==> config.mk <==
export PLATFORM = sky130hd
export DESIGN_NAME = crc32_framed_packet_parser_flat
export DESIGN_NICKNAME = d
export VERILOG_FILES = /design/src/sv/cfpp_pkg.sv /design/src/sv/cfpp_ifs.sv /design/src/sv/cfpp_in_stage.sv /design/src/sv/cfpp_core.sv /design/src/sv/crc32_framed_packet_parser.sv /design/src/flat_wrapper.sv
export SDC_FILE = /design/constraint.sdc
export NUM_CORES = 1
export LEC_CHECK = 0
export ABC_AREA = 1
export BUFFER_PORTS_ARGS = -buffer_cell sky130_fd_sc_hd__buf_2
export CAP_MARGIN = 40
export CORE_MARGIN = 2
export CORE_UTILIZATION = 55
export DETAILED_ROUTE_END_ITERATION = 8
export HOLD_SLACK_MARGIN = 0.06
export PLACE_DENSITY = 0.76
export SLEW_MARGIN = 20
export SYNTH_ARGS = -nofsm -noshare
export SYNTH_HDL_FRONTEND = slang
export SYNTH_SLANG_ARGS = --single-unit
==> constraint.sdc <==
create_clock -name clk -period 11.99 [get_ports clk]
set_input_delay 2.9975 -clock clk [delete_from_list [all_inputs] [get_ports clk]]
set_output_delay 2.9975 -clock clk [all_outputs]
set_load 0.05 [all_outputs]
==> src/sv/cfpp_pkg.sv <==
// cfpp_pkg: shared types, constants and the crc-32 byte update for the
// framed packet parser; no dependencies
`default_nettype none

package cfpp_pkg;

    // frame markers and header layout
    localparam logic [7:0]  START_BYTE    = 8'hFE;
    localparam logic [7:0]  END_BYTE      = 8'hFD;
    localparam logic [7:0]  HEAD_LEN_POS  = 8'd1;
    localparam logic [7:0]  HEAD_CODE_POS = 8'd2;
    localparam logic [7:0]  HEAD_ID_POS   = 8'd6;
    localparam logic [7:0]  CRC_LAST_POS  = 8'd3;

    // reflected crc-32
    localparam logic [31:0] CRC_POLY      = 32'hEDB8_8320;
    localparam logic [31:0] CRC_ALL_ONES  = 32'hFFFF_FFFF;

    // state code classes
    localparam logic [7:0]  CODE_FIRST    = 8'hA0;
    localparam logic [7:0]  CODE_LAST     = 8'hA6;
    localparam logic [2:0]  CLASS_UNKNOWN = 3'd7;

    // result kinds
    localparam logic        KIND_PAYLOAD  = 1'b0;
    localparam logic        KIND_REPORT   = 1'b1;

    // frame status codes
    localparam logic [2:0]  ST_OK         = 3'd0;
    localparam logic [2:0]  ST_CRC_BAD    = 3'd1;
    localparam logic [2:0]  ST_END_BAD    = 3'd2;
    localparam logic [2:0]  ST_BAD_START  = 3'd4;

    typedef enum logic [2:0] {
        PH_HUNT  = 3'd0,
        PH_SKIP  = 3'd1,
        PH_HEAD  = 3'd2,
        PH_BODY  = 3'd3,
        PH_CHECK = 3'd4,
        PH_TAIL  = 3'd5
    } phase_t;

    // registered input byte handed to the parser core
    typedef struct packed {
        logic       valid;
        logic [7:0] data;
    } stage_t;

    // one result transaction
    typedef struct packed {
        logic        result_kind;
        logic [7:0]  payload_byte;
        logic [7:0]  payload_index;
        logic [2:0]  frame_status;
        logic [2:0]  state_class;
        logic [7:0]  state_code;
        logic [7:0]  device_id;
        logic [7:0]  payload_length;
        logic [31:0] computed_crc;
        logic [31:0] received_crc;
    } result_t;

    // one byte through the reflected crc, lsb first
    function automatic logic [31:0] crc32_byte(input logic [31:0] crc_in,
                                               input logic [7:0]  data);
        logic [31:0] crc;
        crc = crc_in ^ {24'd0, data};
        for (int k = 0; k < 8; k++)
        begin
            if (crc[0])
                crc = (crc >> 1) ^ CRC_POLY;
            else
                crc = crc >> 1;
        end
        return crc;
    endfunction

endpackage

`default_nettype wire

==> src/sv/cfpp_ifs.sv <==
// cfpp_ifs: valid/ready channel interfaces for the byte stream and the
// result stream; depends on nothing
`default_nettype none

interface cfpp_byte_if;
    logic       valid;
    logic       ready;
    logic [7:0] data_byte;

    modport source (output valid, output data_byte, input ready);
    modport sink   (input valid, input data_byte, output ready);
endinterface

interface cfpp_result_if;
    logic        valid;
    logic        ready;
    logic        result_kind;
    logic [7:0]  payload_byte;
    logic [7:0]  payload_index;
    logic [2:0]  frame_status;
    logic [2:0]  state_class;
    logic [7:0]  state_code;
    logic [7:0]  device_id;
    logic [7:0]  payload_length;
    logic [31:0] computed_crc;
    logic [31:0] received_crc;

    modport source (output valid, output result_kind, output payload_byte,
                    output payload_index, output frame_status, output state_class,
                    output state_code, output device_id, output payload_length,
                    output computed_crc, output received_crc, input ready);
    modport sink   (input valid, input result_kind, input payload_byte,
                    input payload_index, input frame_status, input state_class,
                    input state_code, input device_id, input payload_length,
                    input computed_crc, input received_crc, output ready);
endinterface

`default_nettype wire

==> src/sv/cfpp_in_stage.sv <==
// cfpp_in_stage: input register for the byte stream
// depends on cfpp_pkg and cfpp_byte_if
`default_nettype none

module cfpp_in_stage
    import cfpp_pkg::*;
(
    input  wire logic    clk,
    input  wire logic    rst_n,
    cfpp_byte_if.sink    stream,
    input  wire logic    take,
    output stage_t       stage
);

    logic       valid_reg;
    logic       valid_next;
    logic [7:0] data_reg;
    logic       load;

    // room whenever empty or the core drains the held byte this cycle
    assign stream.ready = !valid_reg || take;
    assign load         = stream.valid && stream.ready;

    always_comb
    begin
        valid_next = valid_reg;
        if (load)
            valid_next = 1'b1;
        else if (take)
            valid_next = 1'b0;
    end

    always_ff @(posedge clk or negedge rst_n)
    begin
        if (!rst_n)
            valid_reg <= 1'b0;
        else
            valid_reg <= valid_next;
    end

    // payload register, no reset needed
    always_ff @(posedge clk)
    begin
        if (load)
            data_reg <= stream.data_byte;
    end

    assign stage.valid = valid_reg;
    assign stage.data  = data_reg;

endmodule

`default_nettype wire

==> src/sv/cfpp_core.sv <==
// cfpp_core: frame state machine, crc and field capture, result register
// depends on cfpp_pkg and cfpp_result_if
`default_nettype none

module cfpp_core
    import cfpp_pkg::*;
(
    input  wire logic     clk,
    input  wire logic     rst_n,
    input  stage_t        stage,
    output logic          take,
    cfpp_result_if.source report
);

    phase_t      phase_reg, phase_next;
    logic [7:0]  pos_reg, pos_next;
    logic [7:0]  len_reg, len_next;
    logic [7:0]  code_reg, code_next;
    logic [7:0]  id_reg, id_next;
    logic [31:0] crc_reg, crc_next;
    logic [31:0] carried_reg, carried_next;

    logic        out_valid_reg, out_valid_next;
    result_t     out_reg, res;
    logic        produce;
    logic        out_free;
    logic [7:0]  b;
    logic [31:0] computed;
    logic [2:0]  cls;

    // a byte is consumed only when the result register can take its result
    assign out_free = !out_valid_reg || report.ready;
    assign take     = stage.valid && out_free;
    assign b        = stage.data;

    // report fields derived from held state
    assign computed = crc_reg ^ CRC_ALL_ONES;
    always_comb
    begin
        if (code_reg >= CODE_FIRST && code_reg <= CODE_LAST)
            cls = 3'(code_reg - CODE_FIRST);
        else
            cls = CLASS_UNKNOWN;
    end

    // next state and result
    always_comb
    begin
        phase_next   = phase_reg;
        pos_next     = pos_reg;
        len_next     = len_reg;
        code_next    = code_reg;
        id_next      = id_reg;
        crc_next     = crc_reg;
        carried_next = carried_reg;
        produce      = 1'b0;
        res          = '0;
        unique case (phase_reg) inside
            PH_HUNT, PH_SKIP:
            begin
                if (phase_reg == PH_HUNT && b == START_BYTE)
                begin
                    phase_next   = PH_HEAD;
                    pos_next     = HEAD_LEN_POS;
                    len_next     = 8'd0;
                    code_next    = 8'd0;
                    id_next      = 8'd0;
                    crc_next     = CRC_ALL_ONES;
                    carried_next = 32'd0;
                end
                else if (b == END_BYTE)
                begin
                    phase_next       = PH_HUNT;
                    pos_next         = 8'd0;
                    produce          = 1'b1;
                    res.result_kind  = KIND_REPORT;
                    res.frame_status = ST_BAD_START;
                end
                else
                begin
                    phase_next = PH_SKIP;
                end
            end
            PH_HEAD:
            begin
                if (pos_reg == HEAD_LEN_POS)
                    len_next = b;
                else if (pos_reg == HEAD_CODE_POS)
                    code_next = b;
                else if (pos_reg == HEAD_ID_POS)
                    id_next = b;
                if (pos_reg >= HEAD_ID_POS)
                begin
                    pos_next   = 8'd0;
                    phase_next = (len_reg == 8'd0) ? PH_CHECK : PH_BODY;
                end
                else
                begin
                    pos_next = pos_reg + 8'd1;
                end
            end
            PH_BODY:
            begin
                crc_next          = crc32_byte(crc_reg, b);
                produce           = 1'b1;
                res.result_kind   = KIND_PAYLOAD;
                res.payload_byte  = b;
                res.payload_index = pos_reg;
                if ({1'b0, pos_reg} + 9'd1 >= {1'b0, len_reg})
                begin
                    pos_next   = 8'd0;
                    phase_next = PH_CHECK;
                end
                else
                begin
                    pos_next = pos_reg + 8'd1;
                end
            end
            PH_CHECK:
            begin
                carried_next = {carried_reg[23:0], b};
                if (pos_reg >= CRC_LAST_POS)
                begin
                    pos_next   = 8'd0;
                    phase_next = PH_TAIL;
                end
                else
                begin
                    pos_next = pos_reg + 8'd1;
                end
            end
            PH_TAIL:
            begin
                produce            = 1'b1;
                res.result_kind    = KIND_REPORT;
                res.frame_status   = ST_OK
                                   | ((computed != carried_reg) ? ST_CRC_BAD : ST_OK)
                                   | ((b != END_BYTE) ? ST_END_BAD : ST_OK);
                res.state_class    = cls;
                res.state_code     = code_reg;
                res.device_id      = id_reg;
                res.payload_length = len_reg;
                res.computed_crc   = computed;
                res.received_crc   = carried_reg;
                phase_next         = PH_HUNT;
                pos_next           = 8'd0;
            end
            default:
            begin
                phase_next = PH_HUNT;
                pos_next   = 8'd0;
            end
        endcase
    end

    // frame state registers, advanced once per consumed byte
    always_ff @(posedge clk or negedge rst_n)
    begin
        if (!rst_n)
        begin
            phase_reg   <= PH_HUNT;
            pos_reg     <= 8'd0;
            len_reg     <= 8'd0;
            code_reg    <= 8'd0;
            id_reg      <= 8'd0;
            crc_reg     <= CRC_ALL_ONES;
            carried_reg <= 32'd0;
        end
        else if (take)
        begin
            phase_reg   <= phase_next;
            pos_reg     <= pos_next;
            len_reg     <= len_next;
            code_reg    <= code_next;
            id_reg      <= id_next;
            crc_reg     <= crc_next;
            carried_reg <= carried_next;
        end
    end

    // result register valid
    always_comb
    begin
        out_valid_next = out_valid_reg;
        if (take)
            out_valid_next = produce;
        else if (report.ready)
            out_valid_next = 1'b0;
    end

    always_ff @(posedge clk or negedge rst_n)
    begin
        if (!rst_n)
            out_valid_reg <= 1'b0;
        else
            out_valid_reg <= out_valid_next;
    end

    // result payload
    always_ff @(posedge clk)
    begin
        if (take && produce)
            out_reg <= res;
    end

    assign report.valid          = out_valid_reg;
    assign report.result_kind    = out_reg.result_kind;
    assign report.payload_byte   = out_reg.payload_byte;
    assign report.payload_index  = out_reg.payload_index;
    assign report.frame_status   = out_reg.frame_status;
    assign report.state_class    = out_reg.state_class;
    assign report.state_code     = out_reg.state_code;
    assign report.device_id      = out_reg.device_id;
    assign report.payload_length = out_reg.payload_length;
    assign report.computed_crc   = out_reg.computed_crc;
    assign report.received_crc   = out_reg.received_crc;

    // header position stays inside the header bytes
    a_head_pos: assert property (@(posedge clk) disable iff (!rst_n)
        phase_reg == PH_HEAD |-> (pos_reg >= HEAD_LEN_POS && pos_reg <= HEAD_ID_POS))
        else $error("header position out of range");

    // payload index never reaches the frame length
    a_body_pos: assert property (@(posedge clk) disable iff (!rst_n)
        phase_reg == PH_BODY |-> pos_reg < len_reg)
        else $error("payload index beyond frame length");

    // crc byte counter stays within four bytes
    a_check_pos: assert property (@(posedge clk) disable iff (!rst_n)
        phase_reg == PH_CHECK |-> pos_reg <= CRC_LAST_POS)
        else $error("crc byte counter out of range");

    // a forwarded payload byte only comes from the body phase
    a_payload_src: assert property (@(posedge clk) disable iff (!rst_n)
        (take && produce && res.result_kind == KIND_PAYLOAD) |-> phase_reg == PH_BODY)
        else $error("payload transaction outside frame body");

endmodule

`default_nettype wire

==> src/sv/crc32_framed_packet_parser.sv <==
// crc32_framed_packet_parser: top level of the framed packet parser
// depends on cfpp_pkg, cfpp_ifs, cfpp_in_stage and cfpp_core
//
//   channel   dir   handshake      payload
//   stream    in    valid/ready    data_byte (8)
//   report    out   valid/ready    result_kind .. received_crc (one transaction)
//
// one byte is taken per cycle while the report is not stalled; a result is presented
// after its byte has passed the input register and then the result register
// the core consumes a byte only when the result register is free or drains
// in the same cycle, so a stalled report holds the input register full
// reset clears the frame state to hunting and empties both registers
`default_nettype none

module crc32_framed_packet_parser
    import cfpp_pkg::*;
(
    input  wire logic     clk,
    input  wire logic     rst_n,
    cfpp_byte_if.sink     stream,
    cfpp_result_if.source report
);

    stage_t stage;
    logic   take;

    cfpp_in_stage u_in_stage (
        .clk    (clk),
        .rst_n  (rst_n),
        .stream (stream),
        .take   (take),
        .stage  (stage)
    );

    cfpp_core u_core (
        .clk    (clk),
        .rst_n  (rst_n),
        .stage  (stage),
        .take   (take),
        .report (report)
    );

endmodule

`default_nettype wire
==> src/flat_wrapper.sv <==
// flat-port wrapper written by rule: the top's interface ports become plain ports
module crc32_framed_packet_parser_flat import cfpp_pkg::*;
  (clk, rst_n, stream_valid, stream_data_byte, stream_ready, report_valid, report_result_kind, report_payload_byte, report_payload_index, report_frame_status, report_state_class, report_state_code, report_device_id, report_payload_length, report_computed_crc, report_received_crc, report_ready);
  cfpp_byte_if stream_i ();
  cfpp_result_if report_i ();
  input  wire logic clk;
  input  wire logic rst_n;
  input wire logic [$bits(stream_i.valid)-1:0] stream_valid;
  input wire logic [$bits(stream_i.data_byte)-1:0] stream_data_byte;
  output wire logic [$bits(stream_i.ready)-1:0] stream_ready;
  output wire logic [$bits(report_i.valid)-1:0] report_valid;
  output wire logic [$bits(report_i.result_kind)-1:0] report_result_kind;
  output wire logic [$bits(report_i.payload_byte)-1:0] report_payload_byte;
  output wire logic [$bits(report_i.payload_index)-1:0] report_payload_index;
  output wire logic [$bits(report_i.frame_status)-1:0] report_frame_status;
  output wire logic [$bits(report_i.state_class)-1:0] report_state_class;
  output wire logic [$bits(report_i.state_code)-1:0] report_state_code;
  output wire logic [$bits(report_i.device_id)-1:0] report_device_id;
  output wire logic [$bits(report_i.payload_length)-1:0] report_payload_length;
  output wire logic [$bits(report_i.computed_crc)-1:0] report_computed_crc;
  output wire logic [$bits(report_i.received_crc)-1:0] report_received_crc;
  input wire logic [$bits(report_i.ready)-1:0] report_ready;
  assign stream_i.valid = stream_valid;
  assign stream_i.data_byte = stream_data_byte;
  assign stream_ready = stream_i.ready;
  assign report_valid = report_i.valid;
  assign report_result_kind = report_i.result_kind;
  assign report_payload_byte = report_i.payload_byte;
  assign report_payload_index = report_i.payload_index;
  assign report_frame_status = report_i.frame_status;
  assign report_state_class = report_i.state_class;
  assign report_state_code = report_i.state_code;
  assign report_device_id = report_i.device_id;
  assign report_payload_length = report_i.payload_length;
  assign report_computed_crc = report_i.computed_crc;
  assign report_received_crc = report_i.received_crc;
  assign report_i.ready = report_ready;
  crc32_framed_packet_parser u_core (.clk(clk), .rst_n(rst_n), .stream(stream_i), .report(report_i));
endmodule
### Yosys cells after proc, flatten, opt, wreduce, memory -nomap -nowiden

Index checks and enable logic that the tools add are counted.

| cells by class | value |
|---|---|
| mux-type cells | 56 |
| order comparisons | 5 |
| add/sub/neg operators | 3 |
| equal/unequal tests | 22 |
| reduce and logical (&&, ||, !) cells | 25 |
| bitwise logic cells | 11 |

Operators by type and width:

| cell | number |
|---|---|
| two-way mux 32 bit | 17 |
| one-hot mux 32 bit (2 select lines) | 2 |
| NOT 13 -> 14 bit | 8 |
| two-way mux 8 bit | 12 |
| one-hot mux 8 bit (2 select lines) | 3 |
| != test 32 bit | 1 |
| NOT 32 bit | 1 |
| one-hot mux 8 bit (4 select lines) | 1 |
| XOR 32 x 8 -> 32 bit | 1 |
| two-way mux 3 bit | 8 |
| equality test 8 bit, second input constant | 2 |
| != test 2 x 1 -> 1 bit, second input constant | 6 |
| one-hot mux 3 bit (4 select lines) | 1 |
| nonzero test 2 bit | 5 |
| adder 8 x 1 -> 9 bit, second input constant | 1 |
| >= comparator 9 x 8 -> 1 bit | 1 |
| adder 8 x 1 -> 8 bit, second input constant | 1 |
| equality test 8 x 1 -> 1 bit, second input constant | 1 |
| equality test 8 x 2 -> 1 bit, second input constant | 1 |
| equality test 8 x 3 -> 1 bit, second input constant | 1 |
| >= comparator 8 x 2 -> 1 bit, second input constant | 1 |
| >= comparator 8 x 3 -> 1 bit, second input constant | 1 |
| >= comparator 8 bit, second input constant | 1 |
| less-or-equal comparator 8 bit, second input constant | 1 |
| other kinds (23) | 44 |

| storage, ports and cells | value |
|---|---|
| output and inout bits | 113 |
| register bits after elaboration | 220 |

### Logic depth before layout (Yosys ltp)

Gate-level depths: netlist of the first run.

| logic depth | value |
|---|---|
| depth in word-level cells | 25 |
| gate-level depth with buffers | 16 |
| mapped depth without buffers | 16 |

### Modules after synthesis

From an unflattened synthesis of the first run, not the netlist that was laid out.

| second synthesis, totals | value |
|---|---|
| cells, all modules | 1,064 |
| area, all modules | 10,248.6 µm² |

Modules (own cells, without submodules):

| module | sequential area each (µm²) | cells an instance | times used | area each (µm²) |
|---|---|---|---|---|
| cfpp_core | 5,875.6 | 1,049 | 1 | 9,955.8 |
| cfpp_in_stage | 265.3 | 15 | 1 | 292.8 |

### Worst setup path after synthesis of the first run

No wires, ideal clock.

| path | value |
|---|---|
| path type | input to register |
| start point | in report_ready |
| end point | reg u_core.u_core.out_reg (netlist bit u_core.u_core.report.computed_crc[0]), enable pin |
| arrival time | 11,031 ps |
| library setup time | 734 ps |
| stages | 4 |
| path slack | 224 ps |
| required time | 11,256 ps |
| path through | inv_1 nand2_1 nand2_1 o21ai_0 |

| between the ends | value |
|---|---|
| longest elaborated chain between the ends | 3 |

Ends and longest elaborated chain:

| element | RTL line | text |
|---|---|---|
| start, declared | flat_wrapper.sv:22 | `input wire logic [$bits(report_i.ready)-1:0] report_ready;` |
| logical OR 1 bit | cfpp_core.sv:32 | `assign out_free = !out_valid_reg \|\| report.ready;` |
| logical AND 1 bit | cfpp_core.sv:33 | `assign take = stage.valid && out_free;` |
| logical AND 1 bit | cfpp_core.sv:202 | `if (take && produce)` |
| end signal, assigned | cfpp_core.sv:203 | `out_reg <= res;` |
| end, declared | cfpp_core.sv:24 | `result_t out_reg, res;` |

Every way passes these cells.
A chain may end at the register's enable or synchronous reset.

### Final worst setup path of the first run

| path | value |
|---|---|
| start point | in report_ready |
| end point | out stream_ready |

| between the ends | value |
|---|---|
| longest elaborated chain between the ends | 3 |

Ends and longest elaborated chain:

| element | RTL line | text |
|---|---|---|
| logical OR 1 bit | cfpp_core.sv:32 |  |
| logical AND 1 bit | cfpp_core.sv:33 |  |
| logical OR 1 bit | cfpp_in_stage.sv:21 | `assign stream.ready = !valid_reg \|\| take;` |
| end, declared | flat_wrapper.sv:10 | `output wire logic [$bits(stream_i.ready)-1:0] stream_ready;` |

Every way passes these cells.

==> results of run 1 <==
-- layout make-up --
class	instances	share of cell area
Multi-Input combinational cell	671	0.296
Clock inverter	15	0.0173
Clock buffer	27	0.0501
Tap cell	234	0.0240
Timing Repair Buffer	132	0.0598
Inverter	154	0.0481
Sequential cell	220	0.504
-- tightest hold or removal path, cell delays in order (launching register included) --
cell	delay [ns]
dfrtp_1	0.34
nand2_1	0.06
o21ai_2	0.05
-- worst paths after layout --
kind / start / end / slack (ns)
worst max-delay path: report_ready / stream_ready / 5.51
worst min-delay path: u_core.u_core.id_reg[5] / u_core.u_core.id_reg[5] / 0.49
worst max register to register: u_core.u_core.phase_reg[0] / u_core.u_core.report.received_crc[22] / 8.29
worst min register to register: u_core.u_core.id_reg[5] / u_core.u_core.id_reg[5] / 0.49
max in group asynchronous: rst_n / u_core.u_core.crc_reg[17] / 8.58
min in group asynchronous: rst_n / u_core.u_core.pos_reg[5] / 2.45
-- kinds of logic (layout without fill, tap and decap cells) --
group	Yosys count	count (layout)	share of synthesized area
AO/OA/AOI/OAI	123	123	0.0855
buffers and inverters	182	328	0.0731
AND/OR/NAND/NOR	486	486	0.198
flip-flops	220	220	0.584
adder cells (fa/ha/maj)	11	11	0.0131
XOR/XNOR	51	51	0.0457
-- metal layers --
layer	vias to the layer above	wire length [um]	share of wire	GRT usage
met5	-	0	0	0
met4	0	673	0.027	0.0879
met3	55	2210	0.089	0.0485
met2	363	10800	0.44	0.358
met1	3749	11100	0.45	0.384
li1	3757	-	-	-
-- stage by stage --
stage | hold WS, ns | setup WS (ns)
floorplan | 0.453 | 0.224
detailed placement | 0.472 | 5.51
global placement | 0.466 | 5.52
global route | 0.508 | 5.45
CTS | 0.487 | 5.51
finish | 0.486 | 5.51
-- placed cells by master, fill, tap and decap left out, drive strengths merged, types with 6 or more instances in the layout --
cell type | Yosys | final
a21oi | 15 | 15
a22o | 32 | 32
a22oi | 6 | 6
buf | 17 | 132
clkbuf | 11 | 27
dfrtp | 69 | 69
dfstp | 32 | 32
edfxtp | 119 | 119
ha | 11 | 11
inv | 154 | 155
nand2 | 244 | 244
nand3 | 48 | 48
nand4 | 20 | 20
nor2 | 159 | 159
nor3 | 8 | 8
o21ai | 50 | 50
o22ai | 7 | 7
xnor2 | 18 | 18
xor2 | 33 | 33
-- power by group --
group | switching, mW | total, mW | internal, mW | leakage (nW)
Clock | 0.297 | 0.770 | 0.473 | 0.393
Sequential | 0.0314 | 0.862 | 0.830 | 2.54
Combinational | 0.168 | 0.243 | 0.0749 | 2.69
Total | 0.496 | 1.87 | 1.38 | 5.62
==> out/qor.yml, run 1 <==
rsz0062_at_grt: "no"
synth-edff-count: 119
insertedDiodeCount: 0
multi_input_area_um2: 3610
cts.reportedPaths.clkPinSlew_ns: 0.06
seqCellArea_um2: 6140
cts-htree-levels: 1
crit_top_cell: "buf_2"
critical_path_buf_inv_count: 3
syn_nets: 1096
synth_area_leaders: "edfxtp_1 34%, dfrtp_1 16%, nand2_1 8.4%"
fin_crit_ns: 6.48
worstSetupPathType: "in2out"
synth.yosys.seq_area_share: 0.584
run_status: "completed"
fmax_ghz: 0.154
finClkSkew_ns: 0.0155
die_w_um: 142
proportion_of_layout_cells_with_a_drive_suffix_above_1: 0.218
static-leakage-power_nw: 5.62
min_path_cells: 2
hpwl_after_dpl_um: 17200
post_synth_most_frequent_cells: "235 x nand2_1, 152 x nor2_1, 145 x inv_1"
synthDominantCellAreaShare: 0.340
gp_congestion: 0.900
cp.arrival_ns: 3.48
cap_violations: 0
worst_setup_ep_type: "output pin"
detailedRoute.firstIterationViolations: 755
setup_viol: 0
peakVddDrop_uv: 85.2
layout.nets: 1225
globalRouteTotalUtil: 0.250
placed_cells_incl_taps: 1409
die_h_um: 142
timing.critical_path.required_ns: 8.99
timing.slew.headroom: 0.491
power_per_cell_area_nw_per_um2: 154
slowest_delay_ns: 0.27
syn-instance-count: 1073
detail_route.first_pass.iterations: 5
synthMostInstantiatedCell: "nand2_1"
maximum_fanout_count_along_the_critical_path: 3
number_of_standard_cells_in_the_layout_taps_in_and_fillers_out: 1453
floorplan.io_pins: 125
postSynthRegisterBits: 220
clock_insertion_delay_worst_skew_ns: 0.52
post-cts-setup-buffer-count: 0
grt_pass1_wl_um: 39600
crit_path_slowest_cell: "buf_2"
hold_class: "reg2reg"
cts_inserted_buffers: 23
timing.reg2reg.worst_path_depth: 9
tightest_slew_ns: 0.761
num_rows: 50
layout_worst_path_cycle_share: 0.540
hold_violation_count_in_the_final_report: 0
post_synth_num_cell_types: 47
postSynthAreaPerCell_um2: 9.79
routed_wl_um: 24800
worstPathCellList: "buf_2, inv_1, nand3_1, buf_2"
mappedNetlistArea_um2: 10500
route.vias.total: 7924
clkSinkCount: 220
floorplan.core_area_um2: 18700
ctsHoldBuffers: 0
postLayoutCoreUtil: 0.651
total_power_mw: 1.87
cts.path.max_buffers: 3
kind_of_start_point_of_the_critical_path: "input pin"
cts.repair.resized: 0
final_cell_area_um2: 12200
fp.dieArea_um2: 20200
final_antenna_violating_net_count: 0
post-route-drc-count: 0
cts_tree: "yes"
clock_tree.root_cell: "clkbuf_16"
critical_path_depth: 4
post_dp_cell_area_um2: 11300
first_global_vias: 7459
area.growth.synth_to_final_pct: 15.9
wire_per_inst_um: 17.0
crit_family: "buffers and inverters"
grt.overflow.total: 0
synth_area_leader_cell: "edfxtp_1"
yosysWarnings: 0
grt_max_degree: 65
setup_tns_ns: 0
grt_antenna_before_repair: 0
slew_violations: 0
synth_ff_type: "edfxtp_1"
fillers: 1439
post_drt_via_cell_ratio: 5.45
synth_async_sr_flop_share: 0.459
numPortBuffers: 124
initial_utilization: 0.562
No activity file was read; power rests on OpenSTA's default activity.
==> run 2, diff against run 1 <==
Clock period 11.99 ns to 6.52 ns, I/O delays scaled along.
==> out/qor.yml, run 2 (same netlist as run 1, synthesis figures left out) <==
cts-htree-levels: 1  # unchanged
kind_of_start_point_of_the_critical_path: "input pin"  # unchanged
timing.slew.headroom: 0.484  # was 0.491
hold_class: "reg2reg"  # unchanged
insertedDiodeCount: 0  # unchanged
slowest_delay_ns: 0.24  # was 0.27 ns
power_per_cell_area_nw_per_um2: 271  # was 154 nW/um2
static-leakage-power_nw: 5.58  # was 5.62 nW
crit_top_cell: "buf_2"  # unchanged
clock_insertion_delay_worst_skew_ns: 0.51  # was 0.52 ns
fmax_ghz: 0.265
sw_frac: 0.274  # was 0.265
cap_violations: 0  # unchanged
floorplan.io_pins: 125  # unchanged
crit_family: "buffers and inverters"  # unchanged
run_status: "completed"  # unchanged
layout_worst_path_cycle_share: 0.578
post-cts-setup-buffer-count: 0  # unchanged
die_w_um: 142  # unchanged
num_rows: 50  # unchanged
detailedRoute.firstIterationViolations: 808  # was 755
peakVddDrop_uv: 162  # was 85.2 uV
floorplan.core_area_um2: 18700  # unchanged
p_clk_frac: 0.378  # was 0.411
cp-startpoint: "report_ready"  # unchanged
rsz0062_at_grt: "no"  # unchanged
initial_utilization: 0.562  # unchanged
cts_inserted_buffers: 23  # unchanged
worstSetupPathType: "in2out"  # unchanged
fin_crit_ns: 3.77
total_power_mw: 3.28  # was 1.87 mW
regToRegSetupSlack_ns: 3.42  # was 8.29 ns
worstPathCellList: "buf_2, inv_1, nand3_1, buf_2"  # unchanged
netSwitchingPower_mw: 0.898  # was 0.496 mW
final_antenna_violating_net_count: 0  # unchanged
final_cell_mix: "235 x nand2_1, 152 x nor2_1, 144 x inv_1"  # unchanged
pwr-share-comb: 0.138  # was 0.130
grt_max_degree: 70  # was 65
proportion_of_layout_cells_with_a_drive_suffix_above_1: 0.213  # was 0.218
grt.overflow.total: 0  # unchanged
finalWorstSetupSlack_ns: 2.75  # was 5.51 ns
dp_slack_ns: 2.69  # was 5.51 ns
route.vias.total: 7899  # was 7,924
clkSinkCount: 220  # unchanged
post_drt_via_cell_ratio: 5.44  # was 5.45
cp.arrival_ns: 2.14  # was 3.48 ns
gp_congestion: 0.904  # was 0.900
post-route-drc-count: 0  # unchanged
first_global_vias: 7382  # was 7,459
cts.repair.resized: 0  # unchanged
wire_per_inst_um: 17.2  # was 17.0 um
hpwl_after_dpl_um: 17300  # was 17,200 um
tightest_slew_ns: 0.771  # was 0.761 ns
cts.path.max_buffers: 3  # unchanged
die_h_um: 142  # unchanged
fp.dieArea_um2: 20200  # unchanged
timing.critical_path.required_ns: 4.89  # was 8.99 ns
clock_tree.root_cell: "clkbuf_16"  # unchanged
layout.nets: 1225  # unchanged
worst_setup_ep_type: "output pin"  # unchanged
finClkSkew_ns: 0.0179  # was 0.0155 ns
layout.cells.most_common: "nand2_1"  # unchanged
slew_violations: 0  # unchanged
setup_viol: 0  # unchanged
hold_violation_count_in_the_final_report: 0  # unchanged
share_seq_of_total_power: 0.484  # was 0.460
globalRouteTotalUtil: 0.248  # was 0.250
critical_path_buf_inv_count: 3  # unchanged
setup_tns_ns: 0  # unchanged
numPortBuffers: 124  # unchanged
grt_antenna_before_repair: 0  # unchanged
worst_hold_startpoint: "u_core.u_core.code_reg[1]"  # was u_core.u_core.id_reg[5]
grt_pass1_wl_um: 39400  # was 39,600 um
maximum_fanout_count_along_the_critical_path: 3  # unchanged
ctsHoldBuffers: 0  # unchanged
worst_r2r_startpoint: "u_core.u_core.phase_reg[2]"  # was u_core.u_core.phase_reg[0]
routed_wl_um: 25000  # was 24,800 um
cts_tree: "yes"  # unchanged
cts.reportedPaths.clkPinSlew_ns: 0.06  # about the same
detail_route.first_pass.iterations: 5  # unchanged
area.growth.synth_to_final_pct: 15.0  # was 15.9%
internal_power_mw: 2.38  # was 1.38 mW
crit_path_slowest_cell: "buf_2"  # unchanged
run 2: worst paths after layout:
| kind | cells after the start | end |
|---|---|---|
| setup / recovery | 4 | stream_ready |
| max in group asynchronous | 3 | u_core.u_core.crc_reg[24] |
| setup reg to reg | 6 | u_core.u_core.report.received_crc[19] |
| hold / removal | 2 | u_core.u_core.code_reg[1] |
| min in group asynchronous | 1 | u_core.u_core.pos_reg[5] |
| hold reg to reg | 2 | u_core.u_core.code_reg[1] |
run 2: area by class of cell:
class | instances | area (um2)
Inverter | 154 | 586
Multi-Input combinational cell | 671 | 3610
Tap cell | 234 | 293
Clock inverter | 8 | 47.5
Timing Repair Buffer | 132 | 743
Fill cell | 1476 | 6620
Sequential cell | 220 | 6140
Clock buffer | 34 | 668
run 2: stage by stage:
stage               utilization  cells  cell area, um2  hold slack, ns
floorplan                     -   1073           10500           0.453
CTS                       0.645   1452           12100           0.485
detailed placement        0.607   1410           11300           0.468
finish                    0.646   1453           12100           0.481
global route              0.646   1453           12100           0.505
global placement          0.604   1408           11300           0.466
run 2: power groups by stage:
stage          clock network, mW  registers, mW  logic [mW]
2_1_floorplan                  0           1.62       0.312
3_3_place_gp                   0           1.61       0.431
3_5_place_dp                   0           1.61       0.447
4_1_cts                     1.25           1.58       0.452
5_1_grt                     1.31           1.59       0.507
6_report                    1.24           1.59       0.453
run 2: routing by layer:
metal | routed length, um | vias to the layer above | GRT usage
met3 | 1920 | 41 | 0.0407
met5 | 0 | - | 0
met4 | 442 | 0 | 0.0647
li1 | - | 3757 | -
met1 | 11400 | 3765 | 0.378
met2 | 11200 | 336 | 0.372
run 2: worst min-delay path, cell delays in order, from the launching register on:
cell and delay, ns:
dfrtp_1 0.34, nand2_1 0.06, o21ai_2 0.05
